## config.mk

```make
export PLATFORM = sky130hd
export DESIGN_NAME = rc_switch_record_debouncer_top
export DESIGN_NICKNAME = d
export VERILOG_FILES = /design/src/sv/rcsd_pkg.sv /design/src/sv/rcsd_state.sv /design/src/sv/rc_switch_record_debouncer_top.sv
export VERILOG_INCLUDE_DIRS = /design/src /design/src/sv
export SDC_FILE = /design/constraint.sdc
export NUM_CORES = 1
export LEC_CHECK = 0
export BUFFER_PORTS_ARGS = -buffer_cell sky130_fd_sc_hd__buf_2
export CORE_UTILIZATION = 50
export CTS_BUF_LIST = sky130_fd_sc_hd__clkbuf_4
export CTS_CLUSTER_SIZE = 20
export DETAILED_ROUTE_END_ITERATION = 16
export GPL_TIMING_DRIVEN = 0
export HOLD_SLACK_MARGIN = 0.12
export MAX_ROUTING_LAYER = met4
export PLACE_DENSITY = 0.73
export SLEW_MARGIN = 30
export SYNTH_ARGS = -nofsm -noshare
export SYNTH_HDL_FRONTEND = slang
export SYNTH_HIERARCHICAL = 1
export SYNTH_SLANG_ARGS = --single-unit
```

## constraint.sdc

```tcl
create_clock -name clk -period 8.9 [get_ports clk]
set_clock_uncertainty 0.15 [all_clocks]
set_input_delay 0.445 -clock clk [delete_from_list [all_inputs] [get_ports clk]]
set_output_delay 0.445 -clock clk [all_outputs]
set_load 0.05 [all_outputs]
```

## src/sv/rc_switch_record_debouncer_top_assert.svh

```systemverilog
// Assertion macros for the record debouncer; they expand to nothing in synthesis.
// Each use assumes a clock named clk and a synchronous reset named rst in scope.
`ifndef RC_SWITCH_RECORD_DEBOUNCER_TOP_ASSERT_SVH
`define RC_SWITCH_RECORD_DEBOUNCER_TOP_ASSERT_SVH

`ifndef SYNTHESIS

// Same-cycle implication.
`define RCSD_ASSERT_IMPLY(lbl, ante, cons) \
  lbl: assert property (@(posedge clk) disable iff (rst) (ante) |-> (cons)) \
    else $error("rcsd assertion failed");

// Next-cycle implication.
`define RCSD_ASSERT_NEXT(lbl, ante, cons) \
  lbl: assert property (@(posedge clk) disable iff (rst) (ante) |=> (cons)) \
    else $error("rcsd assertion failed");

`else

`define RCSD_ASSERT_IMPLY(lbl, ante, cons)
`define RCSD_ASSERT_NEXT(lbl, ante, cons)

`endif

`endif

```

## src/sv/rcsd_pkg.sv

```systemverilog
package rcsd_pkg;

  localparam int ThresholdW = 12;
  localparam int HoldW      = 16;
  localparam int CfgDataW   = 16;
  localparam int CfgIndexW  = 1;
  localparam int TimeW      = 32;

  // Item operations
  localparam logic OP_TICK = 1'b0;
  localparam logic OP_DONE = 1'b1;

  // Register indexes
  localparam logic [CfgIndexW-1:0] REG_LEVEL_THRESHOLD = 1'b0;
  localparam logic [CfgIndexW-1:0] REG_HOLD_TIME_MS    = 1'b1;

  localparam logic [ThresholdW-1:0] LEVEL_THRESHOLD_RST = 12'd1700;
  localparam logic [HoldW-1:0]      HOLD_TIME_MS_RST    = 16'd200;

  // us -> ms: t / 1000 = (t >> 3) / 125, and (t >> 3) / 125 is exact as
  // ((t >> 3) * ceil(2^36 / 125)) >> 36 for every 29-bit operand.
  localparam int DivInW  = TimeW - 3;
  localparam int RecipW  = 30;
  localparam int MsShift = 36;
  localparam int ProdW   = DivInW + RecipW;
  localparam int NowMsW  = 23;   // 2^32 / 1000 fits in 23 bits
  localparam logic [RecipW-1:0] MS_RECIP = 30'd549755814;

  typedef struct packed {
    logic                  op;
    logic                  signal_present;
    logic [ThresholdW-1:0] channel_value;
    logic [TimeW-1:0]      time_us;
    logic                  transfer_ok;
  } rcsd_item_t;

  typedef struct packed {
    logic send_request;
    logic send_record;
    logic record_indicator;
  } rcsd_result_t;

  // Item after the time has been turned into milliseconds
  typedef struct packed {
    logic                  op;
    logic                  signal_present;
    logic [ThresholdW-1:0] channel_value;
    logic [NowMsW-1:0]     now_ms;
    logic                  transfer_ok;
  } rcsd_tick_t;

endpackage

```

## src/sv/rcsd_state.sv

```systemverilog
`include "rc_switch_record_debouncer_top_assert.svh"

module rcsd_state
  import rcsd_pkg::*;
(
  input  logic                  clk,
  input  logic                  rst,
  input  logic                  upd,
  input  rcsd_tick_t            tick,
  input  logic [ThresholdW-1:0] level_threshold,
  input  logic [HoldW-1:0]      hold_time_ms,
  output rcsd_result_t          res
);

  logic              confirmed_level, confirmed_level_next;
  logic              pending_flag, pending_flag_next;
  logic              pending_level, pending_level_next;
  logic [NowMsW-1:0] change_time_ms, change_time_ms_next;
  logic              commanded_record, commanded_record_next;
  logic              requested_record, requested_record_next;

  logic            lvl;
  logic [NowMsW:0] diff;
  logic            held;
  logic            req;
  logic            rec;

  assign lvl = tick.channel_value > level_threshold;

  // Time stepping backwards borrows: the 32-bit wrapped gap is then huge, so confirm.
  assign diff = {1'b0, tick.now_ms} - {1'b0, change_time_ms};
  assign held = diff[NowMsW] ||
                (diff[NowMsW-1:0] >= {{(NowMsW-HoldW){1'b0}}, hold_time_ms});

  always_comb begin
    confirmed_level_next  = confirmed_level;
    pending_flag_next     = pending_flag;
    pending_level_next    = pending_level;
    change_time_ms_next   = change_time_ms;
    commanded_record_next = commanded_record;
    requested_record_next = requested_record;
    req = 1'b0;
    rec = 1'b0;
    case (tick.op)
      OP_DONE: begin
        if (tick.transfer_ok) begin
          commanded_record_next = requested_record;
        end
      end
      OP_TICK: begin
        if (!tick.signal_present) begin
          if (commanded_record) begin
            req = 1'b1;
            requested_record_next = 1'b0;
          end
          pending_flag_next    = 1'b0;
          confirmed_level_next = 1'b0;
        end else if (lvl != confirmed_level) begin
          if (!pending_flag || (pending_level != lvl)) begin
            pending_flag_next   = 1'b1;
            pending_level_next  = lvl;
            change_time_ms_next = tick.now_ms;
          end else if (held) begin
            confirmed_level_next = lvl;
            pending_flag_next    = 1'b0;
            if (lvl != commanded_record) begin
              req = 1'b1;
              rec = lvl;
              requested_record_next = lvl;
            end
          end
        end else begin
          pending_flag_next = 1'b0;
        end
      end
      default: begin
      end
    endcase
  end

  assign res.send_request     = req;
  assign res.send_record      = rec;
  assign res.record_indicator = commanded_record_next;

  always_ff @(posedge clk) begin
    if (rst) begin
      confirmed_level  <= 1'b0;
      pending_flag     <= 1'b0;
      pending_level    <= 1'b0;
      change_time_ms   <= '0;
      commanded_record <= 1'b0;
      requested_record <= 1'b0;
    end else if (upd) begin
      confirmed_level  <= confirmed_level_next;
      pending_flag     <= pending_flag_next;
      pending_level    <= pending_level_next;
      change_time_ms   <= change_time_ms_next;
      commanded_record <= commanded_record_next;
      requested_record <= requested_record_next;
    end
  end

  // A pending change always targets the other level.
  `RCSD_ASSERT_IMPLY(a_pending_differs, pending_flag, pending_level != confirmed_level)
  // A successful done report takes over the requested state.
  `RCSD_ASSERT_NEXT(a_done_commits, upd && (tick.op == OP_DONE) && tick.transfer_ok, commanded_record == $past(requested_record))
  // Loss of signal clears the debounce state.
  `RCSD_ASSERT_NEXT(a_loss_clears, upd && (tick.op == OP_TICK) && !tick.signal_present, !confirmed_level && !pending_flag)
  // With signal present, a request only follows a fresh confirmation.
  `RCSD_ASSERT_NEXT(a_req_on_confirm, upd && (tick.op == OP_TICK) && tick.signal_present && req, confirmed_level != $past(confirmed_level))

endmodule

```

## src/sv/rc_switch_record_debouncer_top.sv

```systemverilog
// RC switch record debouncer. Each item is either a sample tick (op = OP_TICK) carrying the
// signal-present flag, the selected channel value and a 32-bit microsecond time, or a transfer
// done report (op = OP_DONE) carrying transfer_ok. Every item yields exactly one result:
// send_request/send_record ask for a record (1) or stop (0) command, and record_indicator shows
// the last successfully commanded state. A channel value above level_threshold means record; a
// new level must persist for hold_time_ms milliseconds before it is confirmed, and a command is
// asked for only when the confirmed level differs from the commanded one. Loss of signal asks
// for a stop while recording and clears the debounce state. The block takes one item per clock
// while item_stall is low. The accepting edge registers the item, the microsecond-to-millisecond
// reciprocal multiply is then registered in stage two, and the state update is loaded into the
// result register. Both channels use valid/stall; a stalled result stage still lets earlier
// stages fill. Write level_threshold (index REG_LEVEL_THRESHOLD) and hold_time_ms
// (REG_HOLD_TIME_MS) through wr_en/wr_index/wr_data only while no item is in flight.
module rc_switch_record_debouncer_top
  import rcsd_pkg::*;
(
  input  logic                 clk,
  input  logic                 rst,
  // configuration writes
  input  logic                 wr_en,
  input  logic [CfgIndexW-1:0] wr_index,
  input  logic [CfgDataW-1:0]  wr_data,
  // item channel
  input  logic                 item_valid,
  output logic                 item_stall,
  input  rcsd_item_t           item,
  // result channel
  output logic                 result_valid,
  input  logic                 result_stall,
  output rcsd_result_t         result
);

  logic [ThresholdW-1:0] level_threshold;
  logic [HoldW-1:0]      hold_time_ms;

  // pipeline stages
  logic         s1_valid;
  rcsd_item_t   s1;
  logic         s2_valid;
  rcsd_tick_t   s2;
  logic         rdy1, rdy2, rdy3;
  logic         upd;
  logic [ProdW-1:0] prod;
  rcsd_result_t res;

  // Configuration registers: hold value until written.
  always_ff @(posedge clk) begin
    if (rst) begin
      level_threshold <= LEVEL_THRESHOLD_RST;
      hold_time_ms    <= HOLD_TIME_MS_RST;
    end else if (wr_en) begin
      case (wr_index)
        REG_LEVEL_THRESHOLD: level_threshold <= wr_data[ThresholdW-1:0];
        REG_HOLD_TIME_MS:    hold_time_ms    <= wr_data[HoldW-1:0];
        default: begin
        end
      endcase
    end
  end

  // Each stage advances when empty or when the stage after it advances, so bubbles collapse
  // and a waiting result does not block the earlier stages.
  assign rdy3       = !result_valid || !result_stall;
  assign rdy2       = !s2_valid || rdy3;
  assign rdy1       = !s1_valid || rdy2;
  assign item_stall = !rdy1;
  assign upd        = rdy3 && s2_valid;

  always_ff @(posedge clk) begin
    if (rst) begin
      s1_valid     <= 1'b0;
      s2_valid     <= 1'b0;
      result_valid <= 1'b0;
    end else begin
      if (rdy1) begin
        s1_valid <= item_valid;
      end
      if (rdy2) begin
        s2_valid <= s1_valid;
      end
      if (rdy3) begin
        result_valid <= s2_valid;
      end
    end
  end

  // Milliseconds from microseconds: drop three bits, then divide by 125 via the reciprocal.
  assign prod = {{RecipW{1'b0}}, s1.time_us[TimeW-1:3]} * {{DivInW{1'b0}}, MS_RECIP};

  always_ff @(posedge clk) begin
    if (rdy1 && item_valid) begin
      s1 <= item;
    end
    if (rdy2 && s1_valid) begin
      s2.op             <= s1.op;
      s2.signal_present <= s1.signal_present;
      s2.channel_value  <= s1.channel_value;
      s2.now_ms         <= prod[MsShift +: NowMsW];
      s2.transfer_ok    <= s1.transfer_ok;
    end
    if (upd) begin
      result <= res;
    end
  end

  // Debounce and command state; advances once per item leaving stage two.
  rcsd_state u_state (
    .clk             (clk),
    .rst             (rst),
    .upd             (upd),
    .tick            (s2),
    .level_threshold (level_threshold),
    .hold_time_ms    (hold_time_ms),
    .res             (res)
  );

endmodule

```

==> flow_summary.toml, run 1 <==
[grt]
grt_pass1_vias = 15900
antenna_violations_before_repair = 2
groute.usage.overall = 0.251
grt_start_max_net_pins = 24
grt_first_pass_wirelength_um = 78300
globalRouteOverflowTotal = 0

[timing]
setup_repair_after_global_routing_missed_its_margin = "no"
finalSetupTns_ns = 0
final_report_max_slew_violation_count = 0
final_period_minus_worst_setup_slack_ns = 7.82
hold_viol_final = 0
worst_slew_margin_rel = 0.454
worst_pin_slew_ns = 0.812
clock.fmax_ghz = 0.128
timing.final.crit_share = 0.879
finalSetupViolCount = 0

[floorplan]
top_level_ports = 74
initial_core_utilization = 0.507
die_w_um = 205
floorplan.die_area_sq_mm = 0.0421
fp.dieH_um = 205
core.rowCount = 74
design.core.area_sq_mm = 0.0407

[cells_and_area]
most-common-layout-cells = "sky130_fd_sc_hd__inv_1, sky130_fd_sc_hd__ha_1, sky130_fd_sc_hd__fa_1, sky130_fd_sc_hd__nand2_1, sky130_fd_sc_hd__a21oi_1"
drive_above_1_share = 0.0657
final_core_util = 0.559
final_common_cell = "sky130_fd_sc_hd__inv_1"
final_cells = 2803
finish.instance_area_sq_mm = 0.0228
area_growth_pct = 10.2
fin_nets = 3007

[routing]
postRouteAntennaNets = 0
firstDrtPassIters = 5
avgRoutedWirePerCell_um = 17.4
routed_via_density = 5.26
drt_iter0_drc = 683
detail_route.drc_violations = 0
routed_wl_um = 48900
via_count_of_the_routed_design = 14800

[logic_synthesis]
synth_edf_count = 85
synthesis.yosys.warnings = 6
seq_area_frac_synth = 0.181
synth_area_sq_mm = 0.0206
synth_cell_types = 85
post_synth.cell_area_avg_sq_um = 9.86
postSynthCellCount = 2095
ys_async_sr_fraction = 0
synth-seq-cells = 144
ys.flop_type = "sky130_fd_sc_hd__edfxtp_1"
syn-num-nets = 2846

[clock_tree]
postCtsSetupBuffers = 0
cts_max_path_buffers = 2
cts_num_sinks = 144
cts-buffers-inserted = 17
cts-root-buf = "sky130_fd_sc_hd__clkbuf_4"
path_clk_slew_ns = 0.15
cts_tree = "done"
cts_h_tree_lvls = 4
clock_latency_ns = 0.67
cts-hold-fix-buffers = 69
cts_resizes = 0

[setup_path]
timing.critical_path.to_type = "flip-flop"
path_cells = "ha_1 > fa_1 > fa_1 > inv_1 > fa_1 > inv_1 > fa_1 > fa_1 > fa_1 > inv_1 > fa_1 > inv_1 > ha_1 > a21oi_1 > o21ai_1 > a2111oi_0 > nand4_1 > a31oi_1 > o31ai_1 > o21ai_1 > xnor2_1"
critical_path_peak_fanout = 10
worst-endpoint-required_ns = 9.13
timing.critical_path.slowest_cell_delay_ns = 0.87
r2r_cells = 21
critPathArrivalTime_ns = 8.05
startpoint_type = "flip-flop"
slowest_stage = "sky130_fd_sc_hd__edfxtp_1"
most_common_cell_type_on_the_critical_path = "sky130_fd_sc_hd__fa_1"
worst_setup_path_class = "reg2reg"

[place]
dp.cells = 2700
finalWeightedCongestion = 0.927
dp.final_hpwl_um = 40000
postPlaceCellArea_sq_mm = 0.0218
port_buffers = 70

[min_path]
hold_path.class = "reg2reg"
hold_path_depth = 0

[flow_run]
max_cap_viols = 0

[run_status]
outcome = "complete, no violations"
-- final timing paths --
kind / start / to / slack [ns]
min reg2reg: s1[42] / s2[33] / 0.29
max: s1[18] / s2[22] / 1.08
min: s1[42] / s2[33] / 0.29
max reg2reg: s1[18] / s2[22] / 1.08
-- Yosys cell counts, drive strengths merged (24+ instances only) --
cell      n  area share
a21o     28       0.010
a21oi   118       0.029
dfxtp    59       0.057
edfxtp   85        0.12
fa      266        0.26
ha      416        0.25
inv     537       0.098
mux2i    26       0.013
nand2   122       0.023
nand3    24      0.0058
nor2     73       0.013
o21ai    48       0.012
-- per-stage QoR --
stage | setup WS [ns] | hold WS (ns)
floorplan | 2.17 | 0.250
global placement | 1.10 | 0.252
detailed placement | 1.13 | 0.256
CTS | 1.08 | 0.256
global route | 0.764 | 0.295
finish | 1.08 | 0.285
-- area by class of cell --
type	instances	area (sq um)
Clock inverter	15	179
Inverter	538	2020
Timing Repair Buffer	142	1120
Sequential cell	144	3730
Clock buffer	17	128
Buffer	34	189
Tap cell	532	666
Antenna cell	2	5.00
Fill cell	3444	18000
Multi-Input combinational cell	1379	14700
-- routing by layer --
layer	share of wire	track usage	up-vias
li1	-	-	7179
met5	0	-	-
met2	0.49	0.427	312
met3	0.055	0.0535	90
met1	0.43	0.294	7170
met4	0.026	0.0849	0
-- flip-flops by register name, indices dropped and copies added, names as in the netlist, 3 cells and up --
| signal | count |
|---|---|
| s1 | 44 |
| hold_time_ms | 16 |
| level_threshold | 12 |
| result | 3 |
| s2 | 38 |
| u_state/change_time_ms | 23 |
-- kinds of logic (layout without fill, tap and decap cells) --
kind of cell | count (synthesis) | after routing | synth area share
adder cells (fa/ha/maj) | 682 | 682 | 0.510
buffers and inverters | 572 | 746 | 0.107
AND/OR/NAND/NOR | 342 | 342 | 0.0838
AO/OA/AOI/OAI | 295 | 295 | 0.0914
flip-flops | 144 | 144 | 0.181
XOR/XNOR | 33 | 33 | 0.0140
multiplexers | 27 | 27 | 0.0131
other | 0 | 2 | 0
-- critical path: cells and delay by family (launching register included) --
| family | cells | cell delay [ns] |
|---|---|---|
| fa+ha+maj | 9 | 4.34 |
| simple gates | 1 | 0.24 |
| xor+xnor | 1 | 0.12 |
| buf+inv | 4 | 0.21 |
| compound gates | 6 | 1.63 |
| flops | 1 | 0.87 |
Power of run 1 is not shown: default switching activity piles up to over one toggle a cycle in this logic, so the estimate is an artifact.
==> inputs of run 2 (changes only) <==
--- a/config.mk
+++ b/config.mk
@@ -14,5 +14,6 @@
 export GPL_TIMING_DRIVEN = 0
-export HOLD_SLACK_MARGIN = 0.12
+export HOLD_SLACK_MARGIN = 0.15
 export MAX_ROUTING_LAYER = met4
 export PLACE_DENSITY = 0.73
+export SETUP_SLACK_MARGIN = 0.05
 export SLEW_MARGIN = 30
==> constraint.sdc (replaced) <==
create_clock -name clk -period 8.9 [get_ports clk]
set_clock_uncertainty 0.15 [all_clocks]
set_input_delay 0.89 -clock clk [delete_from_list [all_inputs] [get_ports clk]]
set_output_delay 0.89 -clock clk [all_outputs]
set_load 0.05 [all_outputs]
==> flow_summary.toml, run 2 (synthesis results as in run 1) <==
[run_status]
outcome = "complete, no violations"

[floorplan]
die_w_um = 205
core.rowCount = 74
design.core.area_sq_mm = 0.0407
initial_core_utilization = 0.507
top_level_ports = 74
floorplan.die_area_sq_mm = 0.0421
fp.dieH_um = 205

[routing]
routed_wl_um = 47900
firstDrtPassIters = 7
routed_via_density = 5.31
via_count_of_the_routed_design = 14500
detail_route.drc_violations = 0
avgRoutedWirePerCell_um = 17.5
postRouteAntennaNets = 0
drt_iter0_drc = 704

[cells_and_area]
final_common_cell = "sky130_fd_sc_hd__inv_1"
max_flop_register = "s1"
top_regs = "s1 (44), s2 (38), u_state/change_time_ms (23)"
most-common-layout-cells = "sky130_fd_sc_hd__inv_1, sky130_fd_sc_hd__ha_1, sky130_fd_sc_hd__fa_1, sky130_fd_sc_hd__nand2_1, sky130_fd_sc_hd__a21oi_1"
final_core_util = 0.542
fin_nets = 2938
drive_above_1_share = 0.0677
area_growth_pct = 6.90
largest_reg_flops = 44

[setup_path]
critical_path_peak_fanout = 10
critPathArrivalTime_ns = 8.06
startpoint_type = "flip-flop"
worst-endpoint-required_ns = 9.13
timing.critical_path.to_type = "flip-flop"
most_common_cell_type_on_the_critical_path = "sky130_fd_sc_hd__fa_1"
timing.critical_path.slowest_cell_delay_ns = 0.87
slowest_stage = "sky130_fd_sc_hd__edfxtp_1"
worst_setup_path_class = "reg2reg"
path_cells = "ha_1 > fa_1 > fa_1 > inv_1 > fa_1 > inv_1 > fa_1 > fa_1 > fa_1 > inv_1 > fa_1 > inv_1 > ha_1 > a21oi_1 > o21ai_1 > a2111oi_0 > nand4_1 > a31oi_1 > o31ai_1 > o21ai_1 > xnor2_1"

[flow_run]
max_cap_viols = 0

[timing]
final_report_max_slew_violation_count = 0
hold_slack_ns = 0.246
worst_slew_margin_rel = 0.451
finalSetupTns_ns = 0
hold_viol_final = 0
final_period_minus_worst_setup_slack_ns = 7.83
timing.final.crit_share = 0.880
clock.fmax_ghz = 0.128
worst_pin_slew_ns = 0.815
setup_repair_after_global_routing_missed_its_margin = "no"
finalSetupViolCount = 0

[clock_tree]
cts_h_tree_lvls = 4
cts_num_sinks = 144
cts-buffers-inserted = 17
path_clk_slew_ns = 0.20
cts_resizes = 0
cts_max_path_buffers = 2
clock_latency_ns = 0.66
cts_tree = "done"
cts-hold-fix-buffers = 0
postCtsSetupBuffers = 0
cts-root-buf = "sky130_fd_sc_hd__clkbuf_4"

[grt]
grt_pass1_vias = 15500
globalRouteOverflowTotal = 0
groute.usage.overall = 0.246
grt_start_max_net_pins = 24
grt_first_pass_wirelength_um = 76700
antenna_violations_before_repair = 2

[place]
port_buffers = 70
finalWeightedCongestion = 0.927
dp.final_hpwl_um = 40000

[min_path]
hold_path.class = "in2reg"
-- run 2: changes by cell type in the layout (fill, tap and decap cells not counted) --
cell and delta:
sky130_fd_sc_hd__dlygate4sd3_1 -69
-- run 2: layout make-up --
type                            instances  area (sq um)
Fill cell                            3546         18700
Sequential cell                       144          3730
Buffer                                 34           189
Clock inverter                         15           179
Inverter                              538          2020
Antenna cell                            2          5.00
Multi-Input combinational cell       1379         14700
Clock buffer                           17           128
Tap cell                              532           666
Timing Repair Buffer                   73           433
-- run 2: layer usage --
| layer | part of all wire | GRT usage |
|---|---|---|
| met3 | 0.056 | 0.0543 |
| met5 | 0 | - |
| met1 | 0.43 | 0.291 |
| met2 | 0.48 | 0.413 |
| met4 | 0.027 | 0.0849 |
-- run 2: final timing paths --
kind / from / to / slack (ns) / cells past startpoint
max: s1[18] / s2[22] / 1.07 / 21
min reg2reg: s1[42] / s2[33] / 0.29 / 0
min: item[6] / s1[6] / 0.25 / 1
max reg2reg: s1[18] / s2[22] / 1.07 / 21
-- run 2: worst max-delay path, delay by kind of cell, from the launching register on --
kind / cells / cell delay [ns]
adders and majority gates: 9 / 4.34
AOI/OAI and AO/OA: 6 / 1.63
DFF: 1 / 0.87
and+or+nand+nor: 1 / 0.24
buffers and inverters: 4 / 0.21
xor gates and xnor gates: 1 / 0.12
-- run 2: metrics by stage --
step | cells | instance area [sq um] | setup slack (ns)
floorplan | 2095 | 20600 | 2.17
global placement | 2697 | 21700 | 1.10
detailed placement | 2700 | 21800 | 1.13
CTS | 2732 | 22100 | 1.08
global route | 2734 | 22100 | 0.764
finish | 2734 | 22100 | 1.07
Power of run 2 is left out for the same reason.
==> inputs of run 3 (changes only) <==
Settings changed: CORE_UTILIZATION 50 to 49, PLACE_DENSITY 0.73 to 0.71.
==> flow_summary.toml, run 3 (synthesis results as in run 1) <==
[min_path]
hold_path.class = "in2reg"
hold_path_depth = 1

[floorplan]
core.rowCount = 74
fp.dieH_um = 207
floorplan.die_area_sq_mm = 0.0430
top_level_ports = 74
die_w_um = 207
design.core.area_sq_mm = 0.0412
initial_core_utilization = 0.501

[timing]
final_period_minus_worst_setup_slack_ns = 7.91
worst_pin_slew_ns = 0.830
timing.final.crit_share = 0.888
finalSetupTns_ns = 0
hold_slack_ns = 0.208
hold_viol_final = 0
worst_slew_margin_rel = 0.442
setup_repair_after_global_routing_missed_its_margin = "no"
clock.fmax_ghz = 0.126
finalSetupViolCount = 0
final_report_max_slew_violation_count = 0

[cells_and_area]
drive_above_1_share = 0.0676
largest_reg_flops = 44
layout.filler_cells = 3637
final_common_cell = "sky130_fd_sc_hd__inv_1"
most-common-layout-cells = "sky130_fd_sc_hd__inv_1, sky130_fd_sc_hd__ha_1, sky130_fd_sc_hd__fa_1, sky130_fd_sc_hd__nand2_1, sky130_fd_sc_hd__a21oi_1"
max_flop_register = "s1"
fin_nets = 2941
top_regs = "s1 (44), s2 (38), u_state/change_time_ms (23)"
area_growth_pct = 7.17

[setup_path]
timing.critical_path.to_type = "flip-flop"
critPathArrivalTime_ns = 8.17
worst-endpoint-required_ns = 9.16
critical_path_peak_fanout = 10
r2r_cells = 21
startpoint_type = "flip-flop"
worst_setup_path_class = "reg2reg"

[routing]
routed_via_density = 5.32
firstDrtPassIters = 5
routed_wl_um = 47500
detail_route.drc_violations = 0
postRouteAntennaNets = 0
avgRoutedWirePerCell_um = 17.3
drt_iter0_drc = 760
via_count_of_the_routed_design = 14600

[grt]
groute.usage.overall = 0.242
globalRouteOverflowTotal = 0
grt_pass1_vias = 15500
antenna_violations_before_repair = 2
grt_first_pass_wirelength_um = 78400
grt_start_max_net_pins = 24

[place]
finalWeightedCongestion = 0.970
dp.final_hpwl_um = 39600
port_buffers = 70

[clock_tree]
cts_tree = "done"
clock_latency_ns = 0.69
cts_max_path_buffers = 2
cts_h_tree_lvls = 4
cts_num_sinks = 144
path_clk_slew_ns = 0.19
postCtsSetupBuffers = 0
cts-root-buf = "sky130_fd_sc_hd__clkbuf_4"
cts-buffers-inserted = 17

[flow_run]
max_cap_viols = 0

[run_status]
outcome = "complete, no violations"
-- run 3: worst max-delay path, stage by stage (launching register included) --
cell	delay [ns]
sky130_fd_sc_hd__edfxtp_1	0.87
sky130_fd_sc_hd__ha_1	0.38
sky130_fd_sc_hd__fa_1	0.45
sky130_fd_sc_hd__fa_1	0.54
sky130_fd_sc_hd__inv_1	0.05
sky130_fd_sc_hd__fa_1	0.49
sky130_fd_sc_hd__inv_1	0.05
sky130_fd_sc_hd__fa_1	0.51
sky130_fd_sc_hd__fa_1	0.44
sky130_fd_sc_hd__fa_1	0.55
sky130_fd_sc_hd__inv_1	0.05
sky130_fd_sc_hd__fa_1	0.51
sky130_fd_sc_hd__inv_1	0.08
sky130_fd_sc_hd__ha_1	0.39
sky130_fd_sc_hd__a21oi_1	0.24
sky130_fd_sc_hd__o21ai_1	0.17
sky130_fd_sc_hd__a2111oi_0	0.40
sky130_fd_sc_hd__nand4_1	0.24
sky130_fd_sc_hd__a31oi_1	0.52
sky130_fd_sc_hd__o31ai_1	0.21
sky130_fd_sc_hd__o21ai_1	0.23
sky130_fd_sc_hd__o21bai_1	0.12
-- run 3: worst paths after layout --
check | startpoint | endpoint | slack, ns
worst max-delay path | s1[16] | s2[23] | 0.99
worst max register to register | s1[16] | s2[23] | 0.99
worst min register to register | s1[39] | s2[30] | 0.29
worst min-delay path | item[22] | s1[22] | 0.21
-- run 3: repair_timing --
| item | 4_1_cts | 5_1_grt |
|---|---|---|
| endpoints found under the hold margin | 3 | 0 |
| resized for setup | 0 | 0 |
| hold buffers | 3 | 0 |
-- run 3: final cells by class --
type,instances,area [sq um],area share
Multi-Input combinational cell,1379,14700,0.665
Buffer,34,189,0.00854
Sequential cell,144,3730,0.169
Clock buffer,17,128,0.00577
Antenna cell,3,7.51,0.000339
Tap cell,532,666,0.0301
Inverter,538,2020,0.0913
Clock inverter,15,201,0.00910
Timing Repair Buffer,76,463,0.0209
-- run 3: layer usage --
| metal | routed length (um) | global-route usage | share of wire | up-vias |
|---|---|---|---|---|
| met3 | 2410 | 0.0392 | 0.051 | 98 |
| met1 | 21200 | 0.305 | 0.45 | 7043 |
| met5 | 0 | - | 0 | - |
| li1 | - | - | - | 7046 |
| met4 | 1630 | 0.0916 | 0.034 | 0 |
| met2 | 22300 | 0.391 | 0.47 | 390 |
-- run 3: per-stage QoR --
step | area [sq um] | utilization | setup slack, ns | cells
final | 22100 | 0.537 | 0.992 | 2738
after global routing | 22100 | 0.537 | 0.766 | 2737
after CTS | 22100 | 0.537 | 1.03 | 2735
after detailed placement | 21800 | 0.528 | 1.04 | 2700
after global placement | 21700 | 0.526 | 1.06 | 2697
after floorplan | 20600 | - | 2.17 | 2095
Power of run 3 is left out for the same reason.
